File: src/rtl/core/i2cms_pkg.sv
package i2cms_pkg;

    typedef enum logic [1:0] {
        OP_START_WR = 2'd0,
        OP_START_RD = 2'd1,
        OP_EVENT    = 2'd2,
        OP_ERROR    = 2'd3
    } t_op;

    typedef enum logic [1:0] {
        MODE_READY = 2'd0,
        MODE_WRITE = 2'd1,
        MODE_READ  = 2'd2
    } t_mode;

    typedef enum logic [2:0] {
        ACT_NONE     = 3'd0,
        ACT_START    = 3'd1,
        ACT_REJECT   = 3'd2,
        ACT_TX_DONE  = 3'd3,
        ACT_RX_DONE  = 3'd4,
        ACT_ERR_END  = 3'd5
    } t_action;

    // status bit positions
    localparam int ST_SB   = 0;
    localparam int ST_ADDR = 1;
    localparam int ST_BTF  = 2;
    localparam int ST_RXNE = 3;
    localparam int ST_TXE  = 4;
    localparam int ST_BERR = 5;
    localparam int ST_ARLO = 6;
    localparam int ST_AF   = 7;
    localparam int ST_OVR  = 8;

    // error flag positions
    localparam int ERR_BUS  = 0;
    localparam int ERR_ARB  = 1;
    localparam int ERR_NACK = 2;
    localparam int ERR_OVR  = 3;

    typedef struct packed {
        logic [1:0] op;
        logic [6:0] dev_addr;
        logic [7:0] xfer_len;
        logic [8:0] status;
        logic [7:0] rx_byte;
        logic [7:0] tx_byte;
    } t_cmd;

    typedef struct packed {
        logic [2:0] action;
        logic       dr_write;
        logic [7:0] dr_value;
        logic       stop_request;
        logic       ack_clear;
        logic       ack_set;
        logic       rx_valid;
        logic [7:0] rx_index;
        logic [7:0] rx_data;
        logic [3:0] error_flags;
        logic [1:0] busy_state;
    } t_res;

endpackage

File: src/rtl/core/i2cms_if.sv
interface i2cms_in_if;
    logic       valid;
    logic       ready;
    logic [1:0] op;
    logic [6:0] dev_addr;
    logic [7:0] xfer_len;
    logic [8:0] status;
    logic [7:0] rx_byte;
    logic [7:0] tx_byte;

    modport source (output valid, output op, output dev_addr, output xfer_len,
                    output status, output rx_byte, output tx_byte, input ready);
    modport sink   (input valid, input op, input dev_addr, input xfer_len,
                    input status, input rx_byte, input tx_byte, output ready);
endinterface

interface i2cms_out_if;
    logic       valid;
    logic       ready;
    logic [2:0] action;
    logic       dr_write;
    logic [7:0] dr_value;
    logic       stop_request;
    logic       ack_clear;
    logic       ack_set;
    logic       rx_valid;
    logic [7:0] rx_index;
    logic [7:0] rx_data;
    logic [3:0] error_flags;
    logic [1:0] busy_state;

    modport source (output valid, output action, output dr_write, output dr_value,
                    output stop_request, output ack_clear, output ack_set,
                    output rx_valid, output rx_index, output rx_data,
                    output error_flags, output busy_state, input ready);
    modport sink   (input valid, input action, input dr_write, input dr_value,
                    input stop_request, input ack_clear, input ack_set,
                    input rx_valid, input rx_index, input rx_data,
                    input error_flags, input busy_state, output ready);
endinterface

File: src/rtl/core/i2cms_step.sv
module i2cms_step #(
    parameter int LEN_WIDTH = 8
) (
    input  i2cms_pkg::t_cmd         i_cmd,
    input  i2cms_pkg::t_mode        i_mode,
    input  logic [6:0]              i_slave_addr,
    input  logic [LEN_WIDTH-1:0]    i_total_len,
    input  logic [LEN_WIDTH-1:0]    i_remaining,
    input  logic [3:0]              i_errors,
    output i2cms_pkg::t_mode        o_mode,
    output logic [6:0]              o_slave_addr,
    output logic [LEN_WIDTH-1:0]    o_total_len,
    output logic [LEN_WIDTH-1:0]    o_remaining,
    output logic [3:0]              o_errors,
    output i2cms_pkg::t_res         o_res
);

    logic [LEN_WIDTH-1:0] len;
    logic [LEN_WIDTH-1:0] rem_dec;
    logic [LEN_WIDTH-1:0] rx_pos;
    logic                 is_read;

    assign len     = LEN_WIDTH'(i_cmd.xfer_len);
    assign rem_dec = i_remaining - LEN_WIDTH'(1);
    assign rx_pos  = i_total_len - i_remaining;
    assign is_read = (i_cmd.op == i2cms_pkg::OP_START_RD);

    always_comb begin
        o_mode       = i_mode;
        o_slave_addr = i_slave_addr;
        o_total_len  = i_total_len;
        o_remaining  = i_remaining;
        o_errors     = i_errors;
        o_res        = '0;

        unique case (i2cms_pkg::t_op'(i_cmd.op))
            i2cms_pkg::OP_START_WR, i2cms_pkg::OP_START_RD: begin
                if (i_mode != i2cms_pkg::MODE_READY || (is_read && len == '0)) begin
                    o_res.action = i2cms_pkg::ACT_REJECT;
                end else begin
                    o_slave_addr = i_cmd.dev_addr;
                    o_total_len  = len;
                    o_remaining  = len;
                    o_errors     = '0;
                    o_mode       = is_read ? i2cms_pkg::MODE_READ : i2cms_pkg::MODE_WRITE;
                    o_res.ack_set = is_read;
                    o_res.action  = i2cms_pkg::ACT_START;
                end
            end
            i2cms_pkg::OP_EVENT: begin
                if (i_cmd.status[i2cms_pkg::ST_SB]) begin
                    o_res.dr_write = 1'b1;
                    o_res.dr_value = {i_slave_addr, i_mode != i2cms_pkg::MODE_WRITE};
                end else if (i_cmd.status[i2cms_pkg::ST_ADDR]) begin
                    if (i_mode == i2cms_pkg::MODE_READ && i_remaining == LEN_WIDTH'(1)) begin
                        o_res.ack_clear    = 1'b1;
                        o_res.stop_request = 1'b1;
                    end
                end else if (i_cmd.status[i2cms_pkg::ST_TXE]
                             && i_mode == i2cms_pkg::MODE_WRITE) begin
                    if (i_remaining != '0) begin
                        o_res.dr_write = 1'b1;
                        o_res.dr_value = i_cmd.tx_byte;
                        o_remaining    = rem_dec;
                    end else if (i_cmd.status[i2cms_pkg::ST_BTF]) begin
                        o_res.stop_request = 1'b1;
                        o_mode             = i2cms_pkg::MODE_READY;
                        o_res.action       = i2cms_pkg::ACT_TX_DONE;
                    end
                end else if (i_cmd.status[i2cms_pkg::ST_RXNE]
                             && i_mode == i2cms_pkg::MODE_READ) begin
                    o_res.rx_valid = 1'b1;
                    o_res.rx_index = 8'(rx_pos);
                    o_res.rx_data  = i_cmd.rx_byte;
                    o_remaining    = rem_dec;
                    // nack and stop ahead of the last byte
                    if (rem_dec == LEN_WIDTH'(1)) begin
                        o_res.ack_clear    = 1'b1;
                        o_res.stop_request = 1'b1;
                    end
                    if (rem_dec == '0) begin
                        o_mode       = i2cms_pkg::MODE_READY;
                        o_res.action = i2cms_pkg::ACT_RX_DONE;
                    end
                end
            end
            i2cms_pkg::OP_ERROR: begin
                o_errors[i2cms_pkg::ERR_BUS]  = i_errors[i2cms_pkg::ERR_BUS]
                                              | i_cmd.status[i2cms_pkg::ST_BERR];
                o_errors[i2cms_pkg::ERR_ARB]  = i_errors[i2cms_pkg::ERR_ARB]
                                              | i_cmd.status[i2cms_pkg::ST_ARLO];
                o_errors[i2cms_pkg::ERR_NACK] = i_errors[i2cms_pkg::ERR_NACK]
                                              | i_cmd.status[i2cms_pkg::ST_AF];
                o_errors[i2cms_pkg::ERR_OVR]  = i_errors[i2cms_pkg::ERR_OVR]
                                              | i_cmd.status[i2cms_pkg::ST_OVR];
                o_res.stop_request = i_cmd.status[i2cms_pkg::ST_AF];
                o_mode             = i2cms_pkg::MODE_READY;
                o_res.action       = i2cms_pkg::ACT_ERR_END;
            end
            default: begin
                o_res = '0;
            end
        endcase

        o_res.error_flags = o_errors;
        o_res.busy_state  = o_mode;
    end

endmodule

File: src/rtl/core/i2c_master_event_sequencer_core.sv
// channel  | dir | beat
// ---------+-----+---------------------------------------------------------
// i_in     | in  | op, dev_addr, xfer_len, status, rx_byte, tx_byte
// o_out    | out | action, dr_write/value, stop/ack controls, rx beat, flags
//
// one beat per cycle sustained while the result is not stalled; the path runs:
// an input register, then the step logic into the result register
// transfer state updates as the result register loads, so back-to-back beats
// see each other's effects without a bubble
// a stalled result holds the input register; i_in.ready drops only then
// synchronous active-low reset returns the sequencer to ready with zero state
module i2c_master_event_sequencer_core #(
    parameter int LEN_WIDTH = 8
) (
    input  logic   i_clk,
    input  logic   i_rst_n,
    i2cms_in_if.sink    i_in,
    i2cms_out_if.source o_out
);

    i2cms_pkg::t_cmd      r_cmd;
    logic                 r_cmd_vld;
    i2cms_pkg::t_res      r_res;
    logic                 r_res_vld;

    i2cms_pkg::t_mode     r_mode;
    logic [6:0]           r_slave_addr;
    logic [LEN_WIDTH-1:0] r_total_len;
    logic [LEN_WIDTH-1:0] r_remaining;
    logic [3:0]           r_errors;

    i2cms_pkg::t_mode     n_mode;
    logic [6:0]           n_slave_addr;
    logic [LEN_WIDTH-1:0] n_total_len;
    logic [LEN_WIDTH-1:0] n_remaining;
    logic [3:0]           n_errors;
    i2cms_pkg::t_res      n_res;

    logic advance;
    logic in_take;

    assign advance   = r_cmd_vld && (!r_res_vld || o_out.ready);
    assign i_in.ready = !r_cmd_vld || advance;
    assign in_take   = i_in.valid && i_in.ready;

    i2cms_step #(
        .LEN_WIDTH (LEN_WIDTH)
    ) u_step (
        .i_cmd        (r_cmd),
        .i_mode       (r_mode),
        .i_slave_addr (r_slave_addr),
        .i_total_len  (r_total_len),
        .i_remaining  (r_remaining),
        .i_errors     (r_errors),
        .o_mode       (n_mode),
        .o_slave_addr (n_slave_addr),
        .o_total_len  (n_total_len),
        .o_remaining  (n_remaining),
        .o_errors     (n_errors),
        .o_res        (n_res)
    );

    always_ff @(posedge i_clk) begin
        if (!i_rst_n) begin
            r_cmd_vld <= 1'b0;
        end else if (in_take) begin
            r_cmd_vld <= 1'b1;
        end else if (advance) begin
            r_cmd_vld <= 1'b0;
        end
    end

    always_ff @(posedge i_clk) begin
        if (in_take) begin
            r_cmd.op       <= i_in.op;
            r_cmd.dev_addr <= i_in.dev_addr;
            r_cmd.xfer_len <= i_in.xfer_len;
            r_cmd.status   <= i_in.status;
            r_cmd.rx_byte  <= i_in.rx_byte;
            r_cmd.tx_byte  <= i_in.tx_byte;
        end
    end

    always_ff @(posedge i_clk) begin
        if (!i_rst_n) begin
            r_res_vld <= 1'b0;
        end else if (advance) begin
            r_res_vld <= 1'b1;
        end else if (o_out.ready) begin
            r_res_vld <= 1'b0;
        end
    end

    always_ff @(posedge i_clk) begin
        if (advance) begin
            r_res <= n_res;
        end
    end

    always_ff @(posedge i_clk) begin
        if (!i_rst_n) begin
            r_mode       <= i2cms_pkg::MODE_READY;
            r_slave_addr <= '0;
            r_total_len  <= '0;
            r_remaining  <= '0;
            r_errors     <= '0;
        end else if (advance) begin
            r_mode       <= n_mode;
            r_slave_addr <= n_slave_addr;
            r_total_len  <= n_total_len;
            r_remaining  <= n_remaining;
            r_errors     <= n_errors;
        end
    end

    assign o_out.valid        = r_res_vld;
    assign o_out.action       = r_res.action;
    assign o_out.dr_write     = r_res.dr_write;
    assign o_out.dr_value     = r_res.dr_value;
    assign o_out.stop_request = r_res.stop_request;
    assign o_out.ack_clear    = r_res.ack_clear;
    assign o_out.ack_set      = r_res.ack_set;
    assign o_out.rx_valid     = r_res.rx_valid;
    assign o_out.rx_index     = r_res.rx_index;
    assign o_out.rx_data      = r_res.rx_data;
    assign o_out.error_flags  = r_res.error_flags;
    assign o_out.busy_state   = r_res.busy_state;

`ifndef SYNTH
    // the reported mode is the one the state register took with the beat
    a_mode_tracks: assert property (@(posedge i_clk) disable iff (!i_rst_n)
        advance |=> (o_out.busy_state == r_mode))
        else $error("busy_state does not match the mode register");

    // a finished read or write, or an error end, always leaves the sequencer ready
    a_done_ready: assert property (@(posedge i_clk) disable iff (!i_rst_n)
        (o_out.valid && (o_out.action == i2cms_pkg::ACT_RX_DONE
                         || o_out.action == i2cms_pkg::ACT_TX_DONE
                         || o_out.action == i2cms_pkg::ACT_ERR_END))
        |-> (o_out.busy_state == i2cms_pkg::MODE_READY))
        else $error("transfer ended without returning to ready");

    // a delivered byte never coincides with a data register write
    a_rx_no_dr: assert property (@(posedge i_clk) disable iff (!i_rst_n)
        (o_out.valid && o_out.rx_valid) |-> !o_out.dr_write)
        else $error("rx beat and data register write at once");

    // a started transfer clears errors and is busy
    a_start_clean: assert property (@(posedge i_clk) disable iff (!i_rst_n)
        (o_out.valid && o_out.action == i2cms_pkg::ACT_START)
        |-> (o_out.error_flags == 4'd0
             && o_out.busy_state != i2cms_pkg::MODE_READY))
        else $error("start issued with stale errors or in ready mode");
`endif

endmodule
File: src/flat_wrapper.sv
// flat-port wrapper written by rule: the top's interface ports become plain ports
module i2c_master_event_sequencer_core_flat 
#(
    parameter int LEN_WIDTH = 8
)
  (i_clk, i_rst_n, i_in_valid, i_in_op, i_in_dev_addr, i_in_xfer_len, i_in_status, i_in_rx_byte, i_in_tx_byte, i_in_ready, o_out_valid, o_out_action, o_out_dr_write, o_out_dr_value, o_out_stop_request, o_out_ack_clear, o_out_ack_set, o_out_rx_valid, o_out_rx_index, o_out_rx_data, o_out_error_flags, o_out_busy_state, o_out_ready);
  i2cms_in_if i_in_i ();
  i2cms_out_if o_out_i ();
  input  logic i_clk;
  input  logic i_rst_n;
  input wire logic [$bits(i_in_i.valid)-1:0] i_in_valid;
  input wire logic [$bits(i_in_i.op)-1:0] i_in_op;
  input wire logic [$bits(i_in_i.dev_addr)-1:0] i_in_dev_addr;
  input wire logic [$bits(i_in_i.xfer_len)-1:0] i_in_xfer_len;
  input wire logic [$bits(i_in_i.status)-1:0] i_in_status;
  input wire logic [$bits(i_in_i.rx_byte)-1:0] i_in_rx_byte;
  input wire logic [$bits(i_in_i.tx_byte)-1:0] i_in_tx_byte;
  output wire logic [$bits(i_in_i.ready)-1:0] i_in_ready;
  output wire logic [$bits(o_out_i.valid)-1:0] o_out_valid;
  output wire logic [$bits(o_out_i.action)-1:0] o_out_action;
  output wire logic [$bits(o_out_i.dr_write)-1:0] o_out_dr_write;
  output wire logic [$bits(o_out_i.dr_value)-1:0] o_out_dr_value;
  output wire logic [$bits(o_out_i.stop_request)-1:0] o_out_stop_request;
  output wire logic [$bits(o_out_i.ack_clear)-1:0] o_out_ack_clear;
  output wire logic [$bits(o_out_i.ack_set)-1:0] o_out_ack_set;
  output wire logic [$bits(o_out_i.rx_valid)-1:0] o_out_rx_valid;
  output wire logic [$bits(o_out_i.rx_index)-1:0] o_out_rx_index;
  output wire logic [$bits(o_out_i.rx_data)-1:0] o_out_rx_data;
  output wire logic [$bits(o_out_i.error_flags)-1:0] o_out_error_flags;
  output wire logic [$bits(o_out_i.busy_state)-1:0] o_out_busy_state;
  input wire logic [$bits(o_out_i.ready)-1:0] o_out_ready;
  assign i_in_i.valid = i_in_valid;
  assign i_in_i.op = i_in_op;
  assign i_in_i.dev_addr = i_in_dev_addr;
  assign i_in_i.xfer_len = i_in_xfer_len;
  assign i_in_i.status = i_in_status;
  assign i_in_i.rx_byte = i_in_rx_byte;
  assign i_in_i.tx_byte = i_in_tx_byte;
  assign i_in_ready = i_in_i.ready;
  assign o_out_valid = o_out_i.valid;
  assign o_out_action = o_out_i.action;
  assign o_out_dr_write = o_out_i.dr_write;
  assign o_out_dr_value = o_out_i.dr_value;
  assign o_out_stop_request = o_out_i.stop_request;
  assign o_out_ack_clear = o_out_i.ack_clear;
  assign o_out_ack_set = o_out_i.ack_set;
  assign o_out_rx_valid = o_out_i.rx_valid;
  assign o_out_rx_index = o_out_i.rx_index;
  assign o_out_rx_data = o_out_i.rx_data;
  assign o_out_error_flags = o_out_i.error_flags;
  assign o_out_busy_state = o_out_i.busy_state;
  assign o_out_i.ready = o_out_ready;
  i2c_master_event_sequencer_core #(.LEN_WIDTH(LEN_WIDTH)) u_core (.i_clk(i_clk), .i_rst_n(i_rst_n), .i_in(i_in_i), .o_out(o_out_i));
endmodule
File: config.mk
export PLATFORM = sky130hd
export DESIGN_NAME = i2c_master_event_sequencer_core_flat
export DESIGN_NICKNAME = d
export VERILOG_FILES = /design/src/rtl/core/i2cms_pkg.sv /design/src/rtl/core/i2cms_if.sv /design/src/rtl/core/i2cms_step.sv /design/src/rtl/core/i2c_master_event_sequencer_core.sv /design/src/flat_wrapper.sv
export SDC_FILE = /design/constraint.sdc
export NUM_CORES = 1
export LEC_CHECK = 0
export BUFFER_PORTS_ARGS = -buffer_cell sky130_fd_sc_hd__buf_2
export CAP_MARGIN = 30
export CORE_MARGIN = 10
export CORE_UTILIZATION = 30
export CTS_BUF_LIST = sky130_fd_sc_hd__clkbuf_4
export DETAILED_ROUTE_END_ITERATION = 8
export GPL_TIMING_DRIVEN = 0
export SLEW_MARGIN = 5
export SYNTH_ARGS = -nofsm -noshare
export SYNTH_HDL_FRONTEND = slang
export SYNTH_SLANG_ARGS = --single-unit
File: constraint.sdc
create_clock -name i_clk -period 5.53 [get_ports i_clk]
set_input_delay 0.2765 -clock i_clk [delete_from_list [all_inputs] [get_ports i_clk]]
set_output_delay 0.2765 -clock i_clk [all_outputs]
set_load 0.005 [all_outputs]
# Word level (Yosys, flattened, before mapping)

Index checks and enable logic that the tools add are counted.

Bitwise gates (word level): 8
Add/sub/neg operators: 2
Eq/ne operators: 13
Muxes and demuxes: 46
Reductions and logical operators: 26

Operators with widths:

| kind                | number |
|---|---|
| $mux 8              | 6 |
| $mux 2              | 17 |
| $mux 9              | 3 |
| $mux 17             | 1 |
| $eq 8x1->1 const B  | 2 |
| $logic_not 8->1     | 2 |
| $pmux 8 s2          | 1 |
| $mux 12             | 1 |
| $mux 3              | 4 |
| $pmux 3 s3          | 1 |
| $mux 1              | 8 |
| $pmux 4 s2          | 1 |
| $reduce_bool 2->1   | 4 |
| $reduce_bool 8->1   | 1 |
| $sub 8x1->8 const B | 1 |
| $sub 8x8->8         | 1 |
| $reduce_and 7->1    | 1 |
| $eq 2x2->1 const B  | 3 |
| $logic_and 1x1->1   | 6 |
| $ne 2x2->1 const B  | 3 |
| $ne 3x3->1 const B  | 2 |
| $pmux 2 s3          | 1 |
| $reduce_or 2->1     | 3 |
| $reduce_or 5->1     | 1 |
| 11 further kinds    | 21 |

Flip-flop bits (word level): 111
Input port bits: 46
Word-level logic and storage cells: 119
Output and inout port bits: 40

# Depth between registers and ports, before layout

Gate-level depths: netlist (run 1).

Word-level depth: 8
Gate-level depth with buffers: 9
Mapped depth without buffers: 9

# Modules after synthesis

A second synthesis (run 1) with hierarchy kept.

Cell total of the unflattened synthesis: 469
Area, all modules: 5163.7 µm²

Modules (own cells, without submodules):

| module                          | area each (µm²) | times used | cells an instance | sequential area each (µm²) |
|---|---|---|---|---|
| i2c_master_event_sequencer_core | 3682.3          | 1          | 216               | 3022.9 |
| i2cms_step                      | 1481.4          | 1          | 253               | 0.0 |

# Worst setup path before layout (run 1)

No wires, ideal clock.

Kind: register to register
Start: register u_core.r_res_vld (netlist: u_core.o_out.valid)
End: register u_core.r_slave_addr[3]
Arrival: 2450 ps
Path buffers: 2
Setup slack: 2944 ps
Setup time: 136 ps
Required time: 5394 ps
Cell stages (with the launch flop): 10
Clock period less this slack: 2586 ps
Cell sequence: dfxtp_1 -> nor2b_1 -> nand2b_1 -> inv_1 -> or2b_1 -> or3_1 -> buf_6 -> buf_12 -> nand2_2 -> a21oi_2

Longest elaborated chain between the ends: 4

RTL lines:

| element                           | RTL line                               | text |
|---|---|---|
| from (decl)                       | i2c_master_event_sequencer_core.sv:24  | `logic r_res_vld;` |
| from (signal assigned)            | i2c_master_event_sequencer_core.sv:86  | `r_res_vld <= 1'b0;` |
| from (signal assigned)            | i2c_master_event_sequencer_core.sv:88  | `r_res_vld <= 1'b1;` |
| from (signal assigned)            | i2c_master_event_sequencer_core.sv:90  | `r_res_vld <= 1'b0;` |
| $logic_not 1->1                   | i2c_master_event_sequencer_core.sv:42  | `assign advance = r_cmd_vld && (!r_res_vld \|\| o_out.ready);` |
| $logic_or 1x1->1                  | i2c_master_event_sequencer_core.sv:42  |  |
| $logic_and 1x1->1                 | i2c_master_event_sequencer_core.sv:42  |  |
| named net u_core.advance          | i2c_master_event_sequencer_core.sv:39  | `logic advance;` |
| $reduce_and 3->1 (no source line) | --                                     |  |
| to (signal assigned)              | i2c_master_event_sequencer_core.sv:109 | `r_slave_addr <= n_slave_addr;` |
| to (decl)                         | i2c_master_event_sequencer_core.sv:27  | `logic [6:0] r_slave_addr;` |

The timed path passes the listed nets, and every way through them passes these cells.
A chain may end at the register's enable or synchronous reset.

# Worst setup path after layout (run 1)

Start: register u_core.r_res_vld (netlist: u_core.o_out.valid)
End: register u_core.r_slave_addr[5]

The elaborated chain is that of the path after synthesis.

==> results list, run 1 <==
- The flow ran to the end, and the final reports show no timing, DRC or antenna violations.
* Worst clock skew on the final layout: 0.0175 ns
* Standard-cell rows: between 40 and 50
- In this run, distinct cell masters in the synthesized netlist total 54.
- The first global-routing pass estimated ~19000 um of wire.
- Share of synthesized flip-flops with an asynchronous set or reset: 0
- In the synthesized netlist the dominant register cell turns out to be sky130_fd_sc_hd__edfxtp_1.
- After detailed routing, the average wire length per cell comes to around 15 um.
- Peak supply drop: ~0.00015 V
- Following the worst setup path forward leads to its endpoint at u_core.r_slave_addr[5]$_SDFFE_PN0P_.
* Type of destination of the critical path: flip-flop
- Worst-margin pin slew: between 0.9 and 1 ns
* Final cycle utilization of the critical path: 0.529
- Switching portion of total power: 0.247
- No sink is reached through more buffers than the 2 on the longest clock path.
* Final antenna-violating net count: 0
- Met2 layer usage reported by global route: 0.176
* GR Util met1: 0.135
- WL final: around 11000 um
- Final Hold Fails: 0
- Most frequent standard cell in the layout excluding fill and tap cells: sky130_fd_sc_hd__buf_2
- Number of max-cap violations: 0
- The min-delay analysis places its worst path in the category primary input to flip-flop.
* GR met3 Demand/Resource: 0.0292
- For this run, the register share of the synthesized area comes to 0.643.
- The H-tree was split into 3 levels.
* Data required time of the critical path: 5.93 ns
* Crit Path Max Fanout: 41
- Capturing point of the worst reg2reg path: u_core.r_slave_addr[5]$_SDFFE_PN0P_
- Leak Pwr: 0.00223 uW
- The share of total power dissipated in combinational logic is 0.119.
- Via/cell ratio: approximately 4.7
- Timing analysis after detailed placement gives a worst setup slack of 2.58 ns.
* TNS Setup: 0 ns
* Critical path class: flip-flop to flip-flop
* Area of the core region: between 15000 and 20000 um2
- In the global route stage, overall resource usage came out at 0.109.
- Ratio of cells with drive above 1 in the final layout: 0.249
* Skew-Pair Late Insertion Delay: 0.47 ns
- Routability-driven placement finished with a final weighted congestion of around 0.83.
- met2 is the most crowded layer.
- Total half-perimeter wirelength after legalization and detailed placement: around 8400 um
* Initial core utilization: 0.308
- Setup repair after global routing left no endpoint under its margin.
- Worst Path Arrival: between 3 and 4 ns
- Cell depth of the worst flop-to-flop path: 8
* Clock period minus final worst setup slack: 2.92 ns
- The number of global-route vias before repair is around 3600.
* Area of the mapped netlist: approximately 4700 um2
- A synthesized cell averages approximately 12 um2.
- between 80 and 90 I/O pins were placed.
- Buffers inserted during clock tree synthesis total 9.
- Clock Pin Slew Worst Setup and Hold Paths: roughly 0.15 ns
- From left edge to right edge, the die measures roughly 150 um.
- Maximum number of pins on one net before global-route repair: 42
* Fraction of power consumed by sequential logic: 0.615
* Launch point of the critical path: u_core.o_out.valid$_SDFFE_PN0P_
- Most frequent cells in the layout: 86 x sky130_fd_sc_hd__buf_2, 80 x sky130_fd_sc_hd__edfxtp_1, 43 x sky130_fd_sc_hd__dlygate4sd3_1, 37 x sky130_fd_sc_hd__nand2_1, 33 x sky130_fd_sc_hd__nor2_1
* Pint: around 1200 uW
- Crit start category: flip-flop
- Clock root cell: sky130_fd_sc_hd__clkbuf_4
- Drt first pass iters: 4
- # DRC: 0
- Layout filler cell count: between 1000 and 1500
- Die Outline Area: 21100 um2
- Reg2Reg Setup Slack: 2.61 ns
- Port Buffer Count: 84
- Count of clock tree sinks: 111
- Net count of the mapped netlist: roughly 450
- After technology mapping, the gate count stands at ~390.
* Aggregate global routing overflow: 0
- Once routing completed, OpenROAD measured the worst setup slack at approximately 2.6 ns.
- TritonCTS built the clock tree.
* Slew Limit Fails: 0
- PD cells: roughly 260 nW/um2
- Die Span Y: 145 um
* Slew headroom: 0.398
- EDFF count, synth: 80
- Summed over all nets, the switching power comes to around 380 uW.
- F_max: 342 MHz
- Number of warning messages in the yosys log: 0
- Worst flop-to-flop path startpoint: u_core.o_out.valid$_SDFFE_PN0P_
- Total of cells resized after clock tree synthesis: 0
- Clk pwr share: 0.265
- The number of antenna violations at the first check in global routing came to 1.
* Detailed router's first-iteration violation count: around 150
- Yosys reg bits: between 100 and 150
* Synth-to-Final Area Change: 27.3%
- Via count: approximately 3500
- Number of nets in the final layout: a little under 600
- Setup violations remaining at the end of the flow were counted as 0.
power by group through the flow:
stage / Clock, uW / Sequential, uW / Combinational, uW
floorplan: 0 / 969 / 99.5
global placement: 0 / 974 / 155
detailed placement: 0 / 974 / 161
CTS: 430 / 955 / 186
global route: 458 / 960 / 206
finish: 412 / 955 / 185
Yosys cell counts, types with 5 or more instances:
cell type / count / share of area
sky130_fd_sc_hd__edfxtp_1: 80 / 0.51
sky130_fd_sc_hd__nand2_1: 37 / 0.030
sky130_fd_sc_hd__nor2_1: 33 / 0.026
sky130_fd_sc_hd__dfxtp_1: 31 / 0.13
sky130_fd_sc_hd__a21oi_1: 25 / 0.027
sky130_fd_sc_hd__inv_1: 20 / 0.016
sky130_fd_sc_hd__nor3_1: 15 / 0.016
sky130_fd_sc_hd__ha_1: 11 / 0.029
sky130_fd_sc_hd__a21oi_2: 10 / 0.019
sky130_fd_sc_hd__a22o_1: 10 / 0.019
sky130_fd_sc_hd__nand2_2: 10 / 0.013
sky130_fd_sc_hd__o21ai_0: 10 / 0.011
sky130_fd_sc_hd__and2_1: 9 / 0.012
sky130_fd_sc_hd__clkbuf_1: 9 / 0.0072
sky130_fd_sc_hd__nor2b_1: 5 / 0.0066
sky130_fd_sc_hd__or3_1: 5 / 0.0066
flip-flops by register name (all words and copies together), names as in the netlist:
name                       count
u_core.o_out.dr_write          1
u_core.o_out.ack_set           1
u_core.r_cmd_vld               1
u_core.r_errors                4
u_core.o_out.rx_valid          1
u_core.r_slave_addr            7
u_core.o_out.ack_clear         1
u_core.r_total_len             8
u_core.o_out.rx_index          8
u_core.o_out.rx_data           8
u_core.r_mode                  2
u_core.r_remaining             8
u_core.o_out.dr_value          8
u_core.o_out.action            3
u_core.o_out.busy_state        2
u_core.o_out.error_flags       4
u_core.o_out.stop_request      1
u_core.r_cmd                  42
u_core.o_out.valid             1
layer usage:
metal,up-vias,part of all wire
met4,0,0.016
li1,1709,-
met1,1647,0.46
met2,108,0.47
met3,13,0.056
met5,-,0
cells by family (layout without fill, tap and decap cells):
family | count (synthesis) | in the layout | share of synthesized area
buffers and inverters | 35 | 180 | 0.0348
adder cells (fa/ha/maj) | 12 | 12 | 0.0335
other | 0 | 1 | 0
AND/OR/NAND/NOR | 140 | 140 | 0.150
flip-flops | 111 | 111 | 0.643
AO/OA/AOI/OAI | 87 | 87 | 0.131
XOR/XNOR | 4 | 4 | 0.00745
repair_timing:
action                    CTS  global route
hold buffers               43             0
buffers inserted            0             0
hold endpoints to repair   43             0
per-stage QoR:
stage               power (uW)  hold WS (ns)  cell area, um2  std cells   util
global placement          1130         0.451            5390        684  0.353
global route              1620         0.130            5990        746  0.392
floorplan                 1070         0.375            4700        389      -
CTS                       1570        0.0587            5990        745  0.392
detailed placement        1130         0.453            5420        686  0.355
finish                    1550         0.127            5990        746  0.392
critical path, stage by stage, from the launching register on:
cell                       delay [ns]
sky130_fd_sc_hd__dfxtp_1         0.34
sky130_fd_sc_hd__nor2b_1         0.16
sky130_fd_sc_hd__nand2b_1        0.25
sky130_fd_sc_hd__inv_2           0.70
sky130_fd_sc_hd__or2b_1          0.33
sky130_fd_sc_hd__nor3_2          0.37
sky130_fd_sc_hd__clkbuf_1        0.45
sky130_fd_sc_hd__nand2_1         0.13
sky130_fd_sc_hd__a21oi_2         0.13
layout make-up:
type                            instances  area, um2  area share
Sequential cell                       111       3020       0.505
Multi-Input combinational cell        243       1520       0.254
Timing Repair Buffer                  129        876       0.146
Tap cell                              211        264      0.0441
Buffer                                 14       85.1      0.0142
Clock buffer                           11       82.6      0.0138
Inverter                               21       78.8      0.0132
Clock inverter                          5       57.6     0.00961
Antenna cell                            1       2.50    0.000418
worst min path at each step:
| stage | depth (start not counted) | start | end |
|---|---|---|---|
| after detailed placement | 2 | u_core.r_slave_addr[6]$_SDFFE_PN0P_ | u_core.r_slave_addr[6]$_SDFFE_PN0P_ |
| after CTS | 4 | o_out_ready | u_core.o_out.valid$_SDFFE_PN0P_ |
| final | 4 | o_out_ready | u_core.o_out.valid$_SDFFE_PN0P_ |
| after global routing | 4 | o_out_ready | u_core.o_out.valid$_SDFFE_PN0P_ |
| after floorplan | 0 | i_in_tx_byte[0] | u_core.r_cmd[0]$_DFFE_PP_ |
| after global placement | 2 | u_core.r_slave_addr[4]$_SDFFE_PN0P_ | u_core.r_slave_addr[4]$_SDFFE_PN0P_ |
No activity file was read; power rests on OpenSTA's default activity.
==> run 2, diff against run 1 <==
==> constraint.sdc (replaced) <==
create_clock -name i_clk -period 2.7 [get_ports i_clk]
set_input_delay 0.135 -clock i_clk [delete_from_list [all_inputs] [get_ports i_clk]]
set_output_delay 0.135 -clock i_clk [all_outputs]
set_load 0.005 [all_outputs]
==> results list, run 2 (synthesized netlist as in run 1, its figures left out) <==
- The number of maximum-capacitance violations came to 0 (unchanged).
- TNS Setup: 0 ns (unchanged)
* Type of destination of the critical path: flip-flop
* WL final: 11500 um (+0.39%)
- The TritonCTS sink count was 111 (unchanged).
- Final antenna-violating net count: 0 (unchanged)
- The mean routed wirelength per cell was 15.3 um (+0.12%).
- Crit path setup slack, layout: 0.245 ns (-2.36 ns)
* Worst Hold Endpoint: u_core.r_remaining[4]$_SDFFE_PN0P_
- Standard-cell rows: 45 (unchanged)
- The post-CTS repair timing setup buffer count was 0 (unchanged).
- Top-Level Pins: 86 (unchanged)
- The clock network fraction of total power was 0.265 (about the same).
- Crit start category: flip-flop
* Ratio of cells with drive above 1 in the final layout: 0.254 (+0.00467)
- Maximum number of pins on one net before global-route repair: 42 (unchanged)
- The clock latency of the later-clocked register in the worst-skew pair was 0.47 ns (about the same).
* # setup viols final: 0 (unchanged)
* Chip width: 145 um (unchanged)
- The sequential cell fraction of total power was 0.615 (about the same).
* H-Tree Level Count: 3 (unchanged)
- Outcome: finished clean
- Number of buffers on the longest clock path: 2 (unchanged)
- The number of antenna violations at the first check in global routing came to 1 (unchanged).
- The share of the cycle needed by the critical path after routing is 0.909 (+0.381).
* Crit Path Max Fanout: 41 (unchanged)
- The remaining global-route overflow came to 0 (unchanged).
* First-pass GRT wire length: 18800 um (+0.15%)
- The die boundary height is 145 um (unchanged).
- The combinational power share was 0.120 (about the same).
- GRT Total Usage: 0.109 (+0.000262)
- Slew headroom: 0.517 (+0.119)
- Path type of the worst min-delay path: primary input to flip-flop
- The register-to-register path setup slack is 0.25 ns (-2.36 ns).
- F_max: 407 MHz (+19%)
- Peak supply drop: 0.000317 V (+110%)
* PD cells: 528 nW/um2 (+100%)
- Via count: 3480 (+0.086%)
- The register area was 3030 um2 (about the same).
* Area of the core region: 15300 um2 (unchanged)
- The count of routing violations after the opening detailed-route iteration was 154 (+4.8%).
* Flip-flop count of the largest register after layout: 42 (unchanged)
- Pint: 2390 uW (+110%)
- The detailed-route DRC error count came to 0 (unchanged).
* Net switching power: 784 uW (+100%)
- Number of cells on the worst hold path: 3 (-1)
- Most flops, register: u_core.r_cmd
* Critical path class: flip-flop to flip-flop
* Slew Limit Fails: 0 (unchanged)
- Vias in the first global route: 3608 (-0.083%)
- The detailed-placement wirelength estimate came to 8420 um (unchanged).
* Die Outline Area: 21100 um2 (unchanged)
* Total CTS buffers: 9 (unchanged)
- The routability congestion estimate came to 0.832 (unchanged).
- Hold Path Origin: i_rst_n
- The net count of the finished layout was 589 (+0.34%).
* Clock Pin Slew Worst Setup and Hold Paths: 0.17 ns (+0.02 ns)
- The multi-input logic area came to 1520 um2 (unchanged).
- Via/cell ratio: 4.65 (-0.18%)
* Leak Pwr: 0.00225 uW (+0.53%)
* Worst flop-to-flop path startpoint: u_core.o_out.valid$_SDFFE_PN0P_
- The number of filler cells placed in the layout was 1480 (-0.20%).
- The placement-stage worst setup slack was -0.250 ns (-2.83 ns).
- In this run the clock root is driven by a sky130_fd_sc_hd__clkbuf_4.
- Data required time of the critical path: 3.10 ns (-2.83 ns)
* Drt first pass iters: 5 (+1)
- The number of hold violations in the final report is 0 (unchanged).
* Capturing point of the worst reg2reg path: u_core.r_slave_addr[5]$_SDFFE_PN0P_
- Worst Path Arrival: 2.86 ns (-0.47 ns)
- The slew at the pin closest to its max-slew limit is 0.722 ns (-0.180 ns).
* Switching portion of total power: 0.247 (-0.000440)
* Most frequent cells in the layout: 86 x sky130_fd_sc_hd__buf_2, 80 x sky130_fd_sc_hd__edfxtp_1, 45 x sky130_fd_sc_hd__dlygate4sd3_1, 37 x sky130_fd_sc_hd__nand2_1, 33 x sky130_fd_sc_hd__nor2_1
* Most frequent standard cell in the layout excluding fill and tap cells: sky130_fd_sc_hd__buf_2
* Synth-to-Final Area Change: 27.9%
- RSZ-0062 raised after global routing: false
- TritonCTS built the clock tree.
* Worst clock skew on the final layout: 0.0167 ns (-0.000798 ns)
* Cell depth of the worst flop-to-flop path: 8 (unchanged)
* Port Buffer Count: 84 (unchanged)
- The final period demand of the worst path came to 2.45 ns (-0.469 ns).
- Initial core utilization: 0.308 (unchanged)
[run 2: cell count changes in the layout (fill, tap and decap cells not counted), sizes merged]
cell / before / now
dlygate4sd3: 43 / 45
[run 2: worst max path at each step]
stage	from	to	cells after the start
global route	u_core.o_out.valid$_SDFFE_PN0P_	u_core.r_slave_addr[4]$_SDFFE_PN0P_	8
floorplan	u_core.o_out.valid$_SDFFE_PN0P_	u_core.r_slave_addr[3]$_SDFFE_PN0P_	9
CTS	u_core.o_out.valid$_SDFFE_PN0P_	u_core.r_slave_addr[5]$_SDFFE_PN0P_	8
global placement	u_core.o_out.valid$_SDFFE_PN0P_	u_core.r_slave_addr[4]$_SDFFE_PN0P_	8
detailed placement	u_core.o_out.valid$_SDFFE_PN0P_	u_core.r_total_len[6]$_SDFFE_PN0P_	8
finish	u_core.o_out.valid$_SDFFE_PN0P_	u_core.r_slave_addr[5]$_SDFFE_PN0P_	8
[run 2: critical path, cell delays in order (launching register included)]
cell,delay [ns]
sky130_fd_sc_hd__dfxtp_1,0.34
sky130_fd_sc_hd__nor2b_1,0.15
sky130_fd_sc_hd__nand2b_1,0.28
sky130_fd_sc_hd__inv_6,0.37
sky130_fd_sc_hd__or2b_1,0.30
sky130_fd_sc_hd__nor3_2,0.39
sky130_fd_sc_hd__clkbuf_2,0.34
sky130_fd_sc_hd__nand2_1,0.10
sky130_fd_sc_hd__a21oi_2,0.12
[run 2: per-stage QoR]
| stage | hold slack, ns | area (um2) | util | total power, uW | instances |
|---|---|---|---|---|---|
| 6_report | 0.0818 | 6020 | 0.394 | 3180 | 748 |
| 5_1_grt | 0.0607 | 6020 | 0.394 | 3330 | 748 |
| 4_1_cts | 0.0359 | 6010 | 0.394 | 3220 | 747 |
| 3_5_place_dp | 0.313 | 5420 | 0.355 | 2320 | 686 |
| 3_3_place_gp | 0.313 | 5390 | 0.353 | 2310 | 684 |
| 2_1_floorplan | 0.234 | 4700 | - | 2190 | 389 |
[run 2: layer usage]
layer / global-route usage / wire [um] / up-vias
li1: - / - / 1719
met1: 0.135 / 5280 / 1642
met2: 0.176 / 5360 / 107
met3: 0.0295 / 641 / 12
met4: 0.0420 / 186 / 0
met5: 0 / 0 / -
[run 2: repair_timing]
action,4_1_cts,5_1_grt
resized for setup,2,4
setup endpoints to repair,10,11
pin swaps,0,0
endpoints found under the hold margin,44,0
hold buffers,45,0
[run 2: final cells by class]
type,instances,share of cell area
buffer,14,0.0143
clock buffer,11,0.0137
timing repair buffer,131,0.149
inverter,21,0.0139
multi-input combinational,243,0.252
sequential,111,0.503
antenna,1,0.000416
tap,211,0.0439
clock inverter,5,0.00957
[run 2: power by group through the flow]
stage          logic (uW)  clock network [uW]  registers [uW]
2_1_floorplan         204                   0            1980
3_3_place_gp          318                   0            1990
3_5_place_dp          330                   0            1990
4_1_cts               383                 880            1960
5_1_grt               426                 939            1970
6_report              381                 842            1960
==> run 3, diff against run 2 <==
--- a/config.mk
+++ b/config.mk
@@ -5,6 +5,7 @@
 export SDC_FILE = /design/constraint.sdc
 export NUM_CORES = 1
 export LEC_CHECK = 0
+export ABC_AREA = 1
 export BUFFER_PORTS_ARGS = -buffer_cell sky130_fd_sc_hd__buf_2
 export CAP_MARGIN = 30
 export CORE_MARGIN = 10
@@ -15,4 +16,5 @@
 export SLEW_MARGIN = 5
 export SYNTH_ARGS = -nofsm -noshare
 export SYNTH_HDL_FRONTEND = slang
+export SYNTH_HIERARCHICAL = 1
 export SYNTH_SLANG_ARGS = --single-unit
==> constraint.sdc (replaced) <==
create_clock -name i_clk -period 2.7 [get_ports i_clk]
set_input_delay 0.27 -clock i_clk [delete_from_list [all_inputs] [get_ports i_clk]]
set_output_delay 0.27 -clock i_clk [all_outputs]
set_load 0.005 [all_outputs]
==> results list, run 3 <==
- The synthesized area per cell is 9.07 um2 (-25%).
- The count of pins over their slew limit came to 0 (unchanged).
- GRT Total Usage: 0.120 (+0.0108)
- Weighted congestion at the end of routability-driven global placement: 0.920 (+11%)
* First-pass GRT wire length: 23000 um (+23%)
- Detailed router's first-iteration violation count: 286 (+86%)
- Ratio of cells with drive above 1 in the final layout: 0.212 (-0.0421)
- Launch point of the critical path: u_core/r_remaining[1]$_SDFFE_PN0P_
- Synth cell count leaders: 119 x sky130_fd_sc_hd__nand2_1, 82 x sky130_fd_sc_hd__inv_1, 80 x sky130_fd_sc_hd__edfxtp_1
* WL final: 14000 um (+22%)
* Total CTS buffers: 9 (unchanged)
- The required time at the worst-slack endpoint was 2.98 ns (-0.12 ns).
- The number of nets still failing antenna checks after routing is 0 (unchanged).
- The placeable core area came to 17800 um2 (+17%).
* Non-filler cells, final: 972 (+30%)
- Leading area contributor after synthesis: sky130_fd_sc_hd__edfxtp_1
* Cell depth of the worst flop-to-flop path: 11 (+3)
* Total non-filler cell area in the finished layout: 6740 um2 (+12%)
* Leak Pwr: 0.00298 uW (+33%)
- Total half-perimeter wirelength after legalization and detailed placement: 10200 um (+21%)
- Count leader, synth: sky130_fd_sc_hd__nand2_1
* F_max: 425 MHz (+4.3%)
* Clock Pin Slew Worst Setup and Hold Paths: 0.19 ns (+0.02 ns)
- Reg2Reg Setup Slack: 0.35 ns (+0.10 ns)
- Predominant post-synthesis flop cell: sky130_fd_sc_hd__edfxtp_1
- The number of placed I/O pins is 86 (unchanged).
- EDFF count, synth: 80 (unchanged)
- Total stage count of the critical path: 11 (+3)
* Critical Path Slowest Stage Cell: sky130_fd_sc_hd__dfxtp_1
- Yosys reg bits: 111 (unchanged)
- Maximum number of pins on one net before global-route repair: 39 (-7.1%)
- Count of mapped cells out of synthesis: 597 (+53%)
* Flip-flop count of the largest register after layout: 42 (unchanged)
- Clk pwr share: 0.234 (-0.031)
- TritonCTS clock tree: done
- The maximum buffer depth of the clock tree was 2 (unchanged).
- The combined buffer and inverter count along the critical path is 2 (unchanged).
- After synthesis, the cell types taking the most area are sky130_fd_sc_hd__edfxtp_1 44%, sky130_fd_sc_hd__dfxtp_1 11%, sky130_fd_sc_hd__nand2_1 8.2%.
- In this run the critical register-to-register path is captured at u_core/o_out.busy_state[1]$_DFFE_PP_.
* Crit Path Max Fanout: 7 (-83%)
- Vias in the first global route: 4213 (+17%)
- Aggregate global routing overflow: 0 (unchanged)
- The mean routed wirelength per cell is 14.5 um (-5.7%).
- Chip width: 154 um (+6.3%)
* Peak supply drop: 0.000359 V (+13%)
- Fraction of post-synthesis cell area in the top cell type by area: 0.443 (-0.0672)
* Pint: 2410 uW (+0.61%)
- The yosys synthesis warning count was 6 (+6).
- Clock root cell: sky130_fd_sc_hd__clkbuf_4
- Via/cell ratio: 4.57 (-1.9%)
- The final period demand of the worst path came to 2.35 ns (-0.101 ns).
- The detailed-route DRC error count is 0 (unchanged).
- Setup repair after global routing left no endpoint under its margin.
- Outcome: finished clean
* Number of cells on the worst hold path: 4 (+1)
* Initial core utilization: 0.304 (-0.00466)
- Crit start category: flip-flop
- Final Hold Fails: 0 (unchanged)
* Cell family with most CP delay: simple AND/OR/NAND/NOR gates
- Count of clock tree sinks: 111 (unchanged)
* Worst flop-to-flop path startpoint: u_core/r_remaining[1]$_SDFFE_PN0P_
* Share of synthesized flip-flops with an asynchronous set or reset: 0 (unchanged)
- Buffer count from post-CTS setup fixing: 0 (unchanged)
- The first-pass iteration count of the detailed router came to 5 (unchanged).
- Die Span Y: 154 um (+6.3%)
* Placed Cells incl. Taps: 912 (+33%)
- The library cells used most frequently in the layout, excluding fill and tap cells, are 119 x sky130_fd_sc_hd__nand2_1, 95 x sky130_fd_sc_hd__buf_2, 81 x sky130_fd_sc_hd__inv_1, 80 x sky130_fd_sc_hd__edfxtp_1, 60 x sky130_fd_sc_hd__nor2_1.
- The worst setup skew after layout came to 0.0311 ns (+0.0143 ns).
- Power share of the combinational group: 0.186 (+0.066)
* Worst Path Arrival: 2.63 ns (-0.23 ns)
- The row count is 49 (+8.9%).
- The share of the cycle needed by the critical path after routing was 0.872 (-0.0374).
- CP most frequent cell: sky130_fd_sc_hd__nand2_1
* Number of nets in the final layout: 796 (+35%)
* Net switching power: 1030 uW (+31%)
- Synth-to-Final Area Change: 24.5%
- Fraction of the yosys area taken by sequential cells: 0.558 (-0.0846)
- Most frequent standard cell in the layout excluding fill and tap cells: sky130_fd_sc_hd__nand2_1
- Count of distinct cell types in the synthesized netlist: 38 (-30%)
* Via count: 4438 (+28%)
- The final core area utilization came to 0.378 (-0.0163).
* Total of cells resized after clock tree synthesis: 0 (-2)
- The worst setup path is captured at a flip-flop.
- The cell area after synthesis was 5420 um2 (+15%).
- Path type of the worst min-delay path: primary input to flip-flop
- Die Outline Area: 23800 um2 (+13%)
- The signal on the critical path passes through inv_1 > ha_1 > nand3_1 > nand2_1 > nand2_1 > nand3_1 > nor2_2 > nand4_1 > nand2_1 > nand2_1 > buf_4.
- Port Buffer Count: 84 (unchanged)
- The clock latency of the later-clocked register in the worst-skew pair was 0.51 ns (+0.04 ns).
- # setup viols final: 0 (unchanged)
* Stage delay of the slowest cell on the critical path: 0.62 ns (+0.23 ns)
* Slew headroom: 0.538 (+0.0206)
- The number of antenna violations at the first check in global routing came to 1 (unchanged).
* Total placed instance area: 6180 um2 (+14%)
* H-Tree Level Count: 3 (unchanged)
- The critical path ends at u_core/o_out.busy_state[1]$_DFFE_PP_.
* PD cells: 509 nW/um2 (-3.6%)
- Net count of the mapped netlist: 656 (+47%)
- The slew at the pin closest to its max-slew limit was 0.692 ns (-0.0297 ns).
- The sequential cell fraction of total power was 0.581 (-0.034).
- Critical path class: flip-flop to flip-flop
- Ranked by flip-flop count, first place goes to u_core/r_cmd.
* Switching portion of total power: 0.299 (+0.0521)
- Number of max-cap violations: 0 (unchanged)
-- run 3: cell count changes after synthesis, sizes merged, moves of 8 or more --
cell,before,now
inv,21,87
buf,5,25
nand4,2,17
nor2,33,67
and2,9,1
nand3,4,57
nand2,47,128
a21oi,35,52
a22o,10,0
nor3,16,2
-- run 3: worst register-to-register path: cells and delay by family (launching register included) --
family	cells	cell delay, ns
adders and majority gates	1	0.32
and+or+nand+nor	8	0.78
buffers and inverters	2	0.40
DFF	1	0.62
-- run 3: final cells by class --
cell class                      instances  area [um2]
Tap cell                              229         287
Clock inverter                          6        52.6
Clock buffer                           10        75.1
Buffer                                 30         190
Sequential cell                       111        3020
Antenna cell                            1        2.50
Multi-Input combinational cell        369        1880
Timing Repair Buffer                  129         898
Inverter                               87         332
Fill cell                            1824       11100
-- run 3: per-stage QoR --
| stage | power [uW] | setup TNS (ns) | worst slack (ns) | hold slack [ns] |
|---|---|---|---|---|
| after floorplan | 2420 | 0 | 0.585 | 0.369 |
| after global placement | 2600 | -6.72 | -0.181 | 0.447 |
| after detailed placement | 2620 | 0 | 0.433 | 0.448 |
| after CTS | 3470 | 0 | 0.382 | 0.0711 |
| after global routing | 3640 | 0 | 0.180 | 0.0875 |
| final | 3440 | 0 | 0.346 | 0.103 |
-- run 3: worst min-delay path by stage --
stage                          start                            end
floorplan            i_in_tx_byte[0]      u_core/r_cmd[0]$_DFFE_PP_
global placement      i_in_status[2]     u_core/r_cmd[18]$_DFFE_PP_
detailed placement  i_in_xfer_len[7]     u_core/r_cmd[32]$_DFFE_PP_
CTS                      o_out_ready  u_core/r_cmd_vld$_SDFFE_PN0P_
global route             o_out_ready  u_core/r_cmd_vld$_SDFFE_PN0P_
finish                   o_out_ready  u_core/r_cmd_vld$_SDFFE_PN0P_
-- run 3: metal layers --
| layer | vias to the layer above | global-route usage | part of all wire |
|---|---|---|---|
| li1 | 2256 | - | - |
| met1 | 2035 | 0.158 | 0.47 |
| met2 | 133 | 0.185 | 0.45 |
| met3 | 14 | 0.0422 | 0.067 |
| met4 | 0 | 0.0252 | 0.010 |
| met5 | - | 0 | 0 |
-- run 3: cell families (layout without fill, tap and decap cells) --
group	after synthesis	count (layout)	synth area share
xor+xnor	4	4	0.00647
simple gates	273	273	0.227
other cells	0	1	0
compound gates	79	79	0.0806
fa+ha+maj	13	13	0.0314
flops	111	111	0.558
buf+inv	117	262	0.0963
-- run 3: what timing repair did --
item                                   in CTS  in global routing
setup endpoints to repair                   0                  0
hold buffers                               43                  0
endpoints found under the hold margin      43                  0
-- run 3: power by group through the flow --
stage / clock network, uW / registers, uW / logic [uW]
detailed placement: 0 / 2030 / 585
global route: 909 / 2010 / 724
CTS: 839 / 1990 / 636
finish: 802 / 1990 / 638
global placement: 0 / 2030 / 570
floorplan: 0 / 2010 / 412
